`src/hdl/assert_macros.svh`:
```
// Assertion macros used by the buffer pool frame manager.
// Each use is active in simulation and empty under SYNTHESIS.
`ifndef ASSERT_MACROS_SVH
`define ASSERT_MACROS_SVH
`ifndef SYNTHESIS
`define BP_ASSERT(lbl, prop, msg) \
  lbl: assert property (@(posedge clk) disable iff (rst) prop) else $error(msg);
`define BP_ASSERT_ALWAYS(lbl, prop, msg) \
  lbl: assert property (@(posedge clk) prop) else $error(msg);
`else
`define BP_ASSERT(lbl, prop, msg)
`define BP_ASSERT_ALWAYS(lbl, prop, msg)
`endif
`endif

```
`src/hdl/bplru_pkg.sv`:
```
// Shared types and constants for the LRU buffer pool frame manager.
// Used by bplru_cell and buffer_pool_lru_frame_manager.
`default_nettype none
package bplru_pkg;
  localparam int NUM_FRAMES_DEF   = 16;
  localparam int PAGE_ID_BITS_DEF = 32;
  localparam int PIN_BITS_DEF     = 8;
  localparam int MAX_IDX_BITS     = 6;
  localparam int MAX_PID_BITS     = 64;
  localparam int DPC_BITS         = 32;

  localparam logic [1:0] FUNC_FETCH = 2'd0;
  localparam logic [1:0] FUNC_UNPIN = 2'd1;
  localparam logic [1:0] FUNC_FLUSH = 2'd2;

  localparam logic [2:0] ST_HIT        = 3'd0;
  localparam logic [2:0] ST_MISS       = 3'd1;
  localparam logic [2:0] ST_ALL_PINNED = 3'd2;
  localparam logic [2:0] ST_UNPINNED   = 3'd3;
  localparam logic [2:0] ST_NOT_RES    = 3'd4;
  localparam logic [2:0] ST_FLUSH      = 3'd5;

  localparam logic [1:0] FILL_NONE = 2'd0;
  localparam logic [1:0] FILL_READ = 2'd1;
  localparam logic [1:0] FILL_ZERO = 2'd2;

  typedef enum logic [2:0] {
    CMD_NONE, CMD_HIT, CMD_FILL, CMD_UNPIN, CMD_CLEAN
  } cmd_op_t;

  // broadcast from the controller to every cell
  typedef struct packed {
    cmd_op_t                  op;
    logic [MAX_IDX_BITS-1:0]  idx;
    logic [MAX_IDX_BITS-1:0]  rank;   // old rank of the frame made most recent
    logic [MAX_PID_BITS-1:0]  pid;
    logic                     mark;
  } cell_cmd_t;

  // search token handed from cell to cell
  typedef struct packed {
    logic                     hit;
    logic [MAX_IDX_BITS-1:0]  hit_idx;
    logic                     vic;
    logic [MAX_IDX_BITS-1:0]  vic_idx;
    logic [MAX_IDX_BITS-1:0]  vic_rank;
  } chain_t;
endpackage
`default_nettype wire

```
`src/hdl/buffer_pool_lru_frame_manager.sv`:
```
// channel | dir | handshake              | payload
// s       | in  | s_tvalid/s_tready      | s_tuser=func, s_tdata=page_id,mark_dirty,dpc
// m       | out | m_tvalid/m_tready      | m_tdata=status..fill_kind, m_tlast=last
// Fetch and unpin: the hit/victim token walks the cell chain, one cell per cycle,
// then S_DECIDE applies the update and loads the result once the output is free.
// Flush visits one frame per cycle; a dirty frame holds it while the output stalls.
// Reset is synchronous; no clearing pass. Output stalls hold S_DECIDE, S_DONE and dirty frames in S_FLUSH.
// Top level of the LRU buffer pool frame manager; uses bplru_pkg, bplru_cell,
// and assert_macros.svh.
`default_nettype none
`include "assert_macros.svh"
module buffer_pool_lru_frame_manager import bplru_pkg::*; #(
  parameter int NUM_FRAMES   = NUM_FRAMES_DEF,
  parameter int PAGE_ID_BITS = PAGE_ID_BITS_DEF,
  parameter int PIN_BITS     = PIN_BITS_DEF,
  localparam int IW    = $clog2(NUM_FRAMES),
  localparam int IN_W  = ((PAGE_ID_BITS + 1 + DPC_BITS + 7) / 8) * 8,
  localparam int OUT_N = 3 + IW + 1 + PAGE_ID_BITS + 2,
  localparam int OUT_W = ((OUT_N + 7) / 8) * 8
) (
  input  wire logic             clk,
  input  wire logic             rst,
  input  wire logic             s_tvalid,
  output logic                  s_tready,
  input  wire logic [IN_W-1:0]  s_tdata,   // page_id, mark_dirty, disk_page_count, zero pad
  input  wire logic [1:0]       s_tuser,   // func
  output logic                  m_tvalid,
  input  wire logic             m_tready,
  output logic [OUT_W-1:0]      m_tdata,   // status, frame_index, writeback_valid,
                                           // writeback_page, fill_kind, zero pad
  output logic                  m_tlast
);
  localparam logic [IW-1:0] LAST_IDX = IW'(NUM_FRAMES - 1);
  localparam int CW = (DPC_BITS > PAGE_ID_BITS) ? DPC_BITS : PAGE_ID_BITS;

  typedef enum logic [2:0] {S_IDLE, S_SEARCH, S_DECIDE, S_FLUSH, S_DONE} state_t;

  state_t                  state;
  logic [IW-1:0]           cnt;
  logic [1:0]              func;
  logic [PAGE_ID_BITS-1:0] pid;
  logic                    mark;
  logic [DPC_BITS-1:0]     dpc;

  logic [2:0]              o_status;
  logic [IW-1:0]           o_frame;
  logic                    o_wbv;
  logic [PAGE_ID_BITS-1:0] o_wbp;
  logic [1:0]              o_fill;

  cell_cmd_t               cmd;
  chain_t                  chain [NUM_FRAMES+1];
  logic [NUM_FRAMES-1:0]   match_vec;
  logic [PAGE_ID_BITS-1:0] tag_a   [NUM_FRAMES];
  logic                    valid_a [NUM_FRAMES];
  logic                    dirty_a [NUM_FRAMES];
  logic [IW-1:0]           rank_a  [NUM_FRAMES];

  chain_t                  res;
  logic                    out_free;
  logic                    out_load;
  logic                    reserved;
  logic [IW-1:0]           sel;

  assign chain[0] = '0;
  assign res      = chain[NUM_FRAMES];
  assign out_free = !m_tvalid || m_tready;
  assign reserved = (pid == {PAGE_ID_BITS{1'b1}});
  assign s_tready = (state == S_IDLE);
  assign m_tdata  = OUT_W'({o_fill, o_wbp, o_wbv, o_frame, o_status});
  // a result register load this cycle
  assign out_load = out_free && ((state == S_DECIDE) || (state == S_DONE) ||
                    ((state == S_FLUSH) && valid_a[sel] && dirty_a[sel]));

  always_comb begin
    case (state)
      S_FLUSH: sel = cnt;
      default: sel = res.hit ? res.hit_idx[IW-1:0] : res.vic_idx[IW-1:0];
    endcase
  end

  for (genvar k = 0; k < NUM_FRAMES; k++) begin : g_cell
    bplru_cell #(
      .NUM_FRAMES(NUM_FRAMES), .PAGE_ID_BITS(PAGE_ID_BITS),
      .PIN_BITS(PIN_BITS), .IDX(k)
    ) u_cell (
      .clk, .rst, .cmd, .search_pid(pid),
      .chain_in(chain[k]), .chain_out(chain[k+1]),
      .match(match_vec[k]), .tag(tag_a[k]), .valid(valid_a[k]),
      .dirty(dirty_a[k]), .rank(rank_a[k])
    );
  end

  // cell update request for this cycle
  always_comb begin
    cmd      = '0;
    cmd.op   = CMD_NONE;
    cmd.idx  = MAX_IDX_BITS'(sel);
    cmd.rank = MAX_IDX_BITS'(rank_a[sel]);
    cmd.pid  = MAX_PID_BITS'(pid);
    cmd.mark = mark;
    case (state)
      S_DECIDE: begin
        if (out_free && !reserved) begin
          if (func == FUNC_FETCH) begin
            if (res.hit)      cmd.op = CMD_HIT;
            else if (res.vic) cmd.op = CMD_FILL;
          end else if (res.hit) begin
            cmd.op = CMD_UNPIN;
          end
        end
      end
      S_FLUSH: begin
        if (out_free && valid_a[sel] && dirty_a[sel]) cmd.op = CMD_CLEAN;
      end
      default: ;
    endcase
  end

  always_ff @(posedge clk) begin
    if (rst) begin
      state    <= S_IDLE;
      cnt      <= '0;
      m_tvalid <= 1'b0;
      m_tlast  <= 1'b0;
    end else begin
      if (m_tvalid && m_tready && !out_load) m_tvalid <= 1'b0;
      case (state)
        S_IDLE: begin
          if (s_tvalid) begin
            func <= s_tuser;
            pid  <= s_tdata[PAGE_ID_BITS-1:0];
            mark <= s_tdata[PAGE_ID_BITS];
            dpc  <= s_tdata[PAGE_ID_BITS+1 +: DPC_BITS];
            cnt  <= '0;
            case (s_tuser)
              FUNC_FETCH, FUNC_UNPIN: state <= S_SEARCH;
              FUNC_FLUSH:             state <= S_FLUSH;
              default:                state <= S_IDLE;
            endcase
          end
        end
        S_SEARCH: begin
          cnt <= cnt + 1'b1;
          if (cnt == LAST_IDX) state <= S_DECIDE;
        end
        S_DECIDE: begin
          if (out_free) begin
            m_tvalid <= 1'b1;
            m_tlast  <= 1'b1;
            state    <= S_IDLE;
            if (func == FUNC_FETCH && !reserved && res.hit) begin
              o_status <= ST_HIT;
              o_frame  <= sel;
              o_wbv    <= 1'b0;
              o_wbp    <= '0;
              o_fill   <= FILL_NONE;
            end else if (func == FUNC_FETCH && !reserved && res.vic) begin
              o_status <= ST_MISS;
              o_frame  <= sel;
              o_wbv    <= valid_a[sel] && dirty_a[sel];
              o_wbp    <= (valid_a[sel] && dirty_a[sel]) ? tag_a[sel] : '0;
              o_fill   <= (CW'(pid) < CW'(dpc)) ? FILL_READ : FILL_ZERO;
            end else if (func == FUNC_UNPIN && !reserved && res.hit) begin
              o_status <= ST_UNPINNED;
              o_frame  <= sel;
              o_wbv    <= 1'b0;
              o_wbp    <= '0;
              o_fill   <= FILL_NONE;
            end else begin
              o_status <= (func == FUNC_FETCH) ? ST_ALL_PINNED : ST_NOT_RES;
              o_frame  <= '0;
              o_wbv    <= 1'b0;
              o_wbp    <= '0;
              o_fill   <= FILL_NONE;
            end
          end
        end
        S_FLUSH: begin
          if (valid_a[sel] && dirty_a[sel]) begin
            if (out_free) begin
              m_tvalid <= 1'b1;
              m_tlast  <= 1'b0;
              o_status <= ST_FLUSH;
              o_frame  <= sel;
              o_wbv    <= 1'b1;
              o_wbp    <= tag_a[sel];
              o_fill   <= FILL_NONE;
              cnt      <= cnt + 1'b1;
              if (cnt == LAST_IDX) state <= S_DONE;
            end
          end else begin
            cnt <= cnt + 1'b1;
            if (cnt == LAST_IDX) state <= S_DONE;
          end
        end
        S_DONE: begin
          if (out_free) begin
            m_tvalid <= 1'b1;
            m_tlast  <= 1'b1;
            o_status <= ST_FLUSH;
            o_frame  <= '0;
            o_wbv    <= 1'b0;
            o_wbp    <= '0;
            o_fill   <= FILL_NONE;
            state    <= S_IDLE;
          end
        end
        default: state <= S_IDLE;
      endcase
    end
  end

  // a page lives in at most one frame
  `BP_ASSERT(a_tag_unique, $onehot0(match_vec), "page resident in two frames")
  // no request is taken while the search token is in flight
  `BP_ASSERT(a_busy_search, state == S_SEARCH |-> !s_tready, "request taken during search")
  // a stalled result is neither dropped nor replaced
  `BP_ASSERT(a_out_hold, m_tvalid && !m_tready |=> m_tvalid && $stable(m_tdata), "stalled result changed")
endmodule
`default_nettype wire

```
`src/hdl/bplru_cell.sv`:
```
// One frame of the buffer pool: tag, valid, pins, dirty and LRU rank.
// Registers the running hit/victim token for its right neighbor. Uses bplru_pkg.
`default_nettype none
module bplru_cell import bplru_pkg::*; #(
  parameter int NUM_FRAMES   = NUM_FRAMES_DEF,
  parameter int PAGE_ID_BITS = PAGE_ID_BITS_DEF,
  parameter int PIN_BITS     = PIN_BITS_DEF,
  parameter int IDX          = 0
) (
  input  wire logic                      clk,
  input  wire logic                      rst,
  input  wire cell_cmd_t                 cmd,
  input  wire logic [PAGE_ID_BITS-1:0]   search_pid,
  input  wire chain_t                    chain_in,
  output chain_t                         chain_out,
  output logic                           match,
  output logic [PAGE_ID_BITS-1:0]        tag,
  output logic                           valid,
  output logic                           dirty,
  output logic [$clog2(NUM_FRAMES)-1:0]  rank
);
  localparam int IW = $clog2(NUM_FRAMES);
  localparam logic [IW-1:0] MY_IDX = IW'(IDX);
  localparam logic [PIN_BITS-1:0] PIN_MAX = {PIN_BITS{1'b1}};

  logic [PIN_BITS-1:0] pins;
  logic                me;
  logic                older;
  logic                take_vic;
  chain_t              chain_next;

  assign match = valid && (tag == search_pid);
  assign me    = (cmd.idx[IW-1:0] == MY_IDX);
  assign older = (rank < cmd.rank[IW-1:0]);
  assign take_vic = (pins == '0) &&
                    (!chain_in.vic || (MAX_IDX_BITS'(rank) > chain_in.vic_rank));

  always_comb begin
    chain_next = chain_in;
    if (match) begin
      chain_next.hit     = 1'b1;
      chain_next.hit_idx = MAX_IDX_BITS'(IDX);
    end
    if (take_vic) begin
      chain_next.vic      = 1'b1;
      chain_next.vic_idx  = MAX_IDX_BITS'(IDX);
      chain_next.vic_rank = MAX_IDX_BITS'(rank);
    end
  end

  always_ff @(posedge clk) begin
    chain_out <= chain_next;
    if (rst) begin
      valid <= 1'b0;
      pins  <= '0;
      dirty <= 1'b0;
      rank  <= MY_IDX;
    end else begin
      case (cmd.op)
        CMD_HIT, CMD_FILL: begin
          if (me) begin
            rank <= '0;
            if (cmd.op == CMD_FILL) begin
              tag   <= cmd.pid[PAGE_ID_BITS-1:0];
              valid <= 1'b1;
              pins  <= PIN_BITS'(1);
              dirty <= 1'b0;
            end else if (pins != PIN_MAX) begin
              pins <= pins + 1'b1;
            end
          end else if (older) begin
            rank <= rank + 1'b1;
          end
        end
        CMD_UNPIN: begin
          if (me) begin
            if (pins != '0) pins <= pins - 1'b1;
            if (cmd.mark) dirty <= 1'b1;
          end
        end
        CMD_CLEAN: begin
          if (me) dirty <= 1'b0;
        end
        default: ;
      endcase
    end
  end
endmodule
`default_nettype wire
```
`config.mk`:
```
export PLATFORM = sky130hd
export DESIGN_NAME = buffer_pool_lru_frame_manager
export DESIGN_NICKNAME = d
export VERILOG_FILES = /design/src/hdl/bplru_pkg.sv /design/src/hdl/buffer_pool_lru_frame_manager.sv /design/src/hdl/bplru_cell.sv
export VERILOG_INCLUDE_DIRS = /design/src /design/src/hdl
export SDC_FILE = /design/constraint.sdc
export NUM_CORES = 2
export LEC_CHECK = 0
export BUFFER_PORTS_ARGS = -buffer_cell sky130_fd_sc_hd__buf_2
export CORE_UTILIZATION = 30
export CTS_CLUSTER_DIAMETER = 100
export DETAILED_ROUTE_END_ITERATION = 8
export PLACE_DENSITY = 0.55
export SLEW_MARGIN = 20
export SYNTH_ARGS = -nofsm -noshare
export SYNTH_HDL_FRONTEND = slang
export SYNTH_SLANG_ARGS = --single-unit
```
`constraint.sdc`:
```
create_clock -name clk -period 5.45 [get_ports clk]
set_input_delay 0 -clock clk [delete_from_list [all_inputs] [get_ports clk]]
set_output_delay 0 -clock clk [all_outputs]
set_load 0.005 [all_outputs]
```
**After elaboration in Yosys (flattened, before gate mapping)**

Index checks and enable logic that the tools add are counted.

- Register bits after elaboration: 1104

- Equal/unequal tests: 150
- Add/sub/neg operators: 49
- Reduce and logical (&&, ||, !) cells: 227
- Order comparisons: 33
- Bitwise gates (word level): 2
- Muxes and demuxes: 287

Operators with widths:

| kind | count |
|---|---|
| $mux W8 | 80 |
| $eq A32 B32 Y1 | 16 |
| $mux W32 | 9 |
| $pmux W8 S2 | 16 |
| $mux W4 | 60 |
| $ne A2 B1 Y1 const B | 67 |
| $add A8 B1 Y8 const B | 16 |
| $bmux W32 S4 | 1 |
| $logic_not A8 Y1 | 16 |
| $ne A8 B8 Y1 const B | 16 |
| $reduce_bool A8 Y1 | 16 |
| $sub A8 B1 Y8 const B | 16 |
| $reduce_and A6 Y1 | 17 |
| $pmux W32 S3 | 1 |
| $gt A4 B6 Y1 | 15 |
| $reduce_and A5 Y1 | 16 |
| $reduce_and A4 Y1 | 19 |
| $add A4 B1 Y4 const B | 17 |
| $lt A4 B4 Y1 | 16 |
| $mux W1 | 64 |
| $reduce_and A3 Y1 | 18 |
| $pmux W1 S3 | 17 |
| $mux W3 | 16 |
| $ne A3 B1 Y1 const B | 16 |
| 38 further kinds | 187 |

**Logic depth before layout (Yosys ltp)**

- Depth in word-level cells: 16
- Gate-level depth with buffers: 17

**Hierarchy**

From an unflattened synthesis, not the netlist that was laid out.

- Cells, all modules: 5868
- Area total of the unflattened synthesis: 60195.2 µm²

By module, submodules not included:

| module | instances | cells each | area an instance (µm²) |
|---|---|---|---|
| buffer_pool_lru_frame_manager | 1 | 1491 | 10742.8 |
| bplru_cell at g_cell[15].u_cell | 1 | 277 | 3173.0 |
| bplru_cell at g_cell[13].u_cell | 1 | 276 | 3145.5 |
| bplru_cell at g_cell[12].u_cell | 1 | 277 | 3134.3 |
| bplru_cell at g_cell[2].u_cell | 1 | 276 | 3129.3 |
| bplru_cell at g_cell[3].u_cell | 1 | 277 | 3120.5 |
| bplru_cell at g_cell[5].u_cell | 1 | 273 | 3108.0 |
| bplru_cell at g_cell[10].u_cell | 1 | 268 | 3091.7 |
| bplru_cell at g_cell[9].u_cell | 1 | 273 | 3086.7 |
| bplru_cell at g_cell[0].u_cell | 1 | 274 | 3074.2 |
| bplru_cell at g_cell[6].u_cell | 1 | 271 | 3072.9 |
| bplru_cell at g_cell[14].u_cell | 1 | 278 | 3071.7 |
| bplru_cell at g_cell[4].u_cell | 1 | 273 | 3070.4 |
| bplru_cell at g_cell[1].u_cell | 1 | 273 | 3066.7 |
| 3 more rows | n/a | n/a | n/a |

**Worst setup path before layout**

OpenSTA, ideal clock, no wires.

- Kind: reg2reg
- Start point: register g_cell[15].u_cell.chain_out[19] (netlist bit)
- End point: register o_frame[0], enable pin
- Arrival: 4.789 ns
- Setup slack: 0.184 ns
- Buffers on the path: 1
- Stages on the path, launching flop included: 10
- Setup time: 0.477 ns
- Path through: dfxtp_1 -> buf_2 -> mux2i_4 -> nor2_2 -> a21boi_1 -> o22a_1 -> a31oi_1 -> nor4_4 -> a21oi_1 -> nor3_1

- Longest elaborated chain between the ends: 9
- Elaborated cells on any way between the ends: 12
- Classes of those cells: eq/ne (1); mux (8); bitwise (1); reduce/logical (2)

RTL lines:

| item | RTL line | RTL |
|---|---|---|
| from (decl) | bplru_cell.sv:15 | `output chain_t chain_out,` |
| from (signal assigned) | bplru_cell.sv:52 | `chain_out <= chain_next;` |
| $mux W4 * | buffer_pool_lru_frame_manager.sv:78 | `default: sel = res.hit ? res.hit_idx[IW-1:0] : res.vic_idx[IW-1:0];` |
| $mux W4 * | buffer_pool_lru_frame_manager.sv:76 | `case (state)` |
| $not A4 Y5 (implied by the code) * | buffer_pool_lru_frame_manager.sv:180 | `if (valid_a[sel] && dirty_a[sel]) begin` |
| $bmux W1 S4 | buffer_pool_lru_frame_manager.sv:180 |  |
| $mux W1 (implied by the code) (2 in series) | buffer_pool_lru_frame_manager.sv:180 |  |
| $logic_and A1 B1 Y1 * | buffer_pool_lru_frame_manager.sv:180 |  |
| $ne A2 B1 Y1 (no source line) * | n/a |  |
| $reduce_and A6 Y1 (no source line) * | n/a |  |
| to (signal assigned) | buffer_pool_lru_frame_manager.sv:160 | `o_frame <= sel;` |
| to (signal assigned) | buffer_pool_lru_frame_manager.sv:166 | `o_frame <= sel;` |
| to (signal assigned) | buffer_pool_lru_frame_manager.sv:185 | `o_frame <= sel;` |
| to (decl) | buffer_pool_lru_frame_manager.sv:46 | `logic [IW-1:0] o_frame;` |

Mark *: on every way between the ends. The rest lies on a longest branch, timed or not. The select of a mux whose other input is x is not followed.
A chain may end at the register's enable or synchronous reset.

**Final worst setup path**

- Start point: register state[2]
- End point: register g_cell[12].u_cell.dirty

- Longest elaborated chain between the ends: 14
- Elaborated cells on any way between the ends: 28
- Classes of those cells: eq/ne (12); mux (10); bitwise (1); reduce/logical (5)

RTL lines:

| item | RTL line | RTL |
|---|---|---|
| from (decl) | buffer_pool_lru_frame_manager.sv:38 | `state_t state;` |
| from (signal assigned) | buffer_pool_lru_frame_manager.sv:122 | `state <= S_IDLE;` |
| from (signal assigned) | buffer_pool_lru_frame_manager.sv:137 | `FUNC_FETCH, FUNC_UNPIN: state <= S_SEARCH;` |
| from (signal assigned) | buffer_pool_lru_frame_manager.sv:138 | `FUNC_FLUSH: state <= S_FLUSH;` |
| $eq A3 B2 Y1 | buffer_pool_lru_frame_manager.sv:76, buffer_pool_lru_frame_manager.sv:102 |  |
| $mux W4 | buffer_pool_lru_frame_manager.sv:76 |  |
| $not A4 Y5 (implied by the code) | buffer_pool_lru_frame_manager.sv:114 | `if (out_free && valid_a[sel] && dirty_a[sel]) cmd.op = CMD_CLEAN;` |
| $bmux W1 S4 | buffer_pool_lru_frame_manager.sv:114 |  |
| $mux W1 (implied by the code) (2 in series) | buffer_pool_lru_frame_manager.sv:114 |  |
| $logic_and A1 B1 Y1 (2 in series) | buffer_pool_lru_frame_manager.sv:114 |  |
| $mux W3 | buffer_pool_lru_frame_manager.sv:114 |  |
| $pmux W3 S2 | buffer_pool_lru_frame_manager.sv:102 | `case (state)` |
| $eq A3 B1 Y1 / $eq A3 B2 Y1 (equally long branches) | bplru_cell.sv:59, bplru_cell.sv:63 |  |
| $reduce_or A2 Y1 | bplru_cell.sv:59 | `case (cmd.op)` |
| $ne A2 B1 Y1 (no source line) / $reduce_bool A3 Y1 (equally long branches) | n/a |  |
| $reduce_and A6 Y1 (no source line) | n/a |  |
| to (signal assigned) | bplru_cell.sv:56 | `dirty <= 1'b0;` |
| to (signal assigned) | bplru_cell.sv:67 | `dirty <= 1'b0;` |
| to (signal assigned) | bplru_cell.sv:78 | `if (cmd.mark) dirty <= 1'b1;` |
| to (decl) | bplru_cell.sv:19 | `output logic dirty,` |

Parallel ways exist; a longest one is shown, timed or not. The select of a mux whose other input is x is not followed.

==> results.tsv <==
metric	value	unit
status	complete, no violations	
synthArstFlopShare	0	%
synthCells	5400	
die-area	180000	sq um
syn-cell-area	53500	sq um
fin_cells	7980	
finalHoldViolations	0	
place_inst	7650	
drtIter0Drc	4328	
grt_pass1_vias	40400	
grt_pass1_wl	269000	um
clk-insertion-delay-late	0.78	ns
synth.avg_cell_area	9.91	sq um
area_delta_synth_final	15.9	%
crit_slowest_cell	a21oi_1	
via_count	42800	
tns	0	ns
ant_nets	0	
post_cts_buffers	0	
antenna_found_initial	9	
crit_arrival	5.30	ns
p_leak	0.0221	uW
cts_num_sinks	1044	
synth_top_area_share	34.9	%
cts_max_level	3	
setup_ws	0.810	ns
cts_buffers	109	
tritoncts	built	
core_area	177000	sq um
synthTopCellsByArea	edfxtp_1, dfxtp_1, xnor2_1	
hold_class	in2reg	
pwr_density_cell	372	nW/um^2
rsz0062_at_grt	false	
finish.net_count	5827	
max-vdd-ir-drop	0.315	mV
finalWirelength	183000	um
grt_usage	19.8	%
yosysWarnings	0	
synth_edf_count	621	
place_ws	0.862	ns
ys_ff_latch	1044	
clockRootBuffer	clkbuf_16	
rows	154	
fin_crit_sh	85.1	%
slew_viol_final	0	
drt-pass1-iter-count	6	
start_util	30.3	%
critical_path_class	reg2reg	
synth.most_common_cell	nand2_1	
slew_headroom	21.8	%
finalSetupViolCount	0	
io_pins	129	
worst_pin_slew	1.17	ns
synth_ff_type	edfxtp_1	
avgRoutedWirePerCell	22.9	um
stdcell_area	62000	sq um
cpPeakStageDelay	0.79	ns
die_x	424	um
hpwl	124000	um
netlist_top_cells_count	nand2_1, edfxtp_1, xnor2_1	
placed_area	57000	sq um
cap_violations	0	
hold_depth	2	
fp.dieH	424	um
synth-seq-area-share	50.7	%
grt_overflow	0	
port_buffers	115	
cp_cell_sequence	nand4b_1 > a21boi_4 > buf_4 > mux4_2 > a31oi_1 > nor4_4 > buf_4 > a21oi_1 > o21ai_0 > a21oi_1	
grt_max_degree	133	
yosysUniqueCellTypes	93	
drive_above_1_share	9.53	%
place_congestion	0.895	
yosysTopAreaCell	edfxtp_1	
reg2regPathDepth	10	
end_kind	flip-flop	
cts_max_path_buffers	3	
critPathLaunchType	flip-flop	
viasPerCell	5.36	
drc_errors	0	
cp_max_fo	45	
crit_required	6.11	ns
skew	0.0548	ns
period_needed	4.64	ns
final_core_util	35.1	%
fmax	216	MHz
clkTransAtPathRegs	0.06	ns
cells in the final DEF, fill, tap and decap left out, types with 148 or more instances in the layout:
master / synthesis / final
nand2_1: 752 / 751
xnor2_1: 468 / 466
nor2_1: 253 / 233
a21oi_1: 326 / 325
ha_1: 203 / 203
o21ai_0: 215 / 214
dfxtp_1: 423 / 423
edfxtp_1: 621 / 621
nand3_1: 285 / 284
inv_1: 148 / 148
power by group:
group | internal [uW] | switching [uW] | leakage, uW
Clock | 4310 | 3360 | 0.00180
Combinational | 2100 | 4340 | 0.0113
Sequential | 8750 | 199 | 0.00904
critical path, delay by kind of cell (launching register included):
kind / cells / cell delay [ns]
buffers and inverters: 2 / 0.84
AO/OA/AOI/OAI: 5 / 2.16
multiplexers: 1 / 0.59
AND/OR/NAND/NOR: 2 / 0.35
flip-flops: 1 / 0.57
registers in the layout, summed over array words and instances (netlist names):
name and cells:
g_cell.u_cell.tag 512, g_cell.u_cell.chain_out 190, g_cell.u_cell.pins 128, g_cell.u_cell.rank 64
dpc 32, o_wbp 32, pid 32, g_cell.u_cell.dirty 16
g_cell.u_cell.valid 16, cnt 4, o_frame 4, o_status 3
state 3, func 2, o_fill 2, m_tlast 1
m_tvalid 1, mark 1, o_wbv 1
cell type report:
class                      instances  area (sq um)
antenna                            3          7.51
clock buffer                     162          3270
clock inverter                    40           397
fill                           17600        115000
inverter                         149           559
multi-input combinational       3869         24700
sequential                      1044         27100
tap                             2340          2930
timing repair buffer             373          3020
stage by stage:
step | total power, uW | hold WS (ns)
after floorplan | 13000 | 0.0989
after global placement | 15300 | 0.176
after global routing | 24000 | 0.00877
final | 23100 | 0.00489
after CTS | 23100 | 0.00485
after detailed placement | 15400 | 0.178
per-layer routing:
metal	GRT usage, %	up-vias	wire length, um
li1	-	19900	-
met1	26.3	20900	77000
met2	32.4	1679	85400
met3	2.71	303	12700
met4	7.85	4	7820
met5	0	-	27
path summary, 6_finish.rpt:
check	start	to	slack (ns)
setup / recovery	state[2]$_SDFFE_PP0P_	g_cell[12].u_cell.dirty$_SDFFE_PP0P_	0.81
hold / removal	s_tdata[11]	pid[11]$_DFFE_PP_	0.005
setup reg to reg	state[2]$_SDFFE_PP0P_	g_cell[12].u_cell.dirty$_SDFFE_PP0P_	0.81
hold reg to reg	g_cell[2].u_cell.chain_out[13]$_SDFF_PP0_	g_cell[3].u_cell.chain_out[13]$_SDFF_PP1_	0.40
timing repair:
| action | in CTS | in global routing |
|---|---|---|
| gates resized for setup | 0 | 0 |
| hold buffers | 125 | 0 |
| endpoints found under the hold margin | 144 | 0 |
cells by family after synthesis:
| kind of cell | share of synthesized area (%) |
|---|---|
| and+or+nand+nor | 17.9 |
| AOI/OAI and AO/OA | 13.1 |
| adders and majority gates | 4.75 |
| xor gates and xnor gates | 8.84 |
| buffers and inverters | 3.66 |
| muxes | 1.12 |
| DFF | 50.7 |
| other | 0.00701 |
Note: power is estimated with default switching activity, not from simulation.
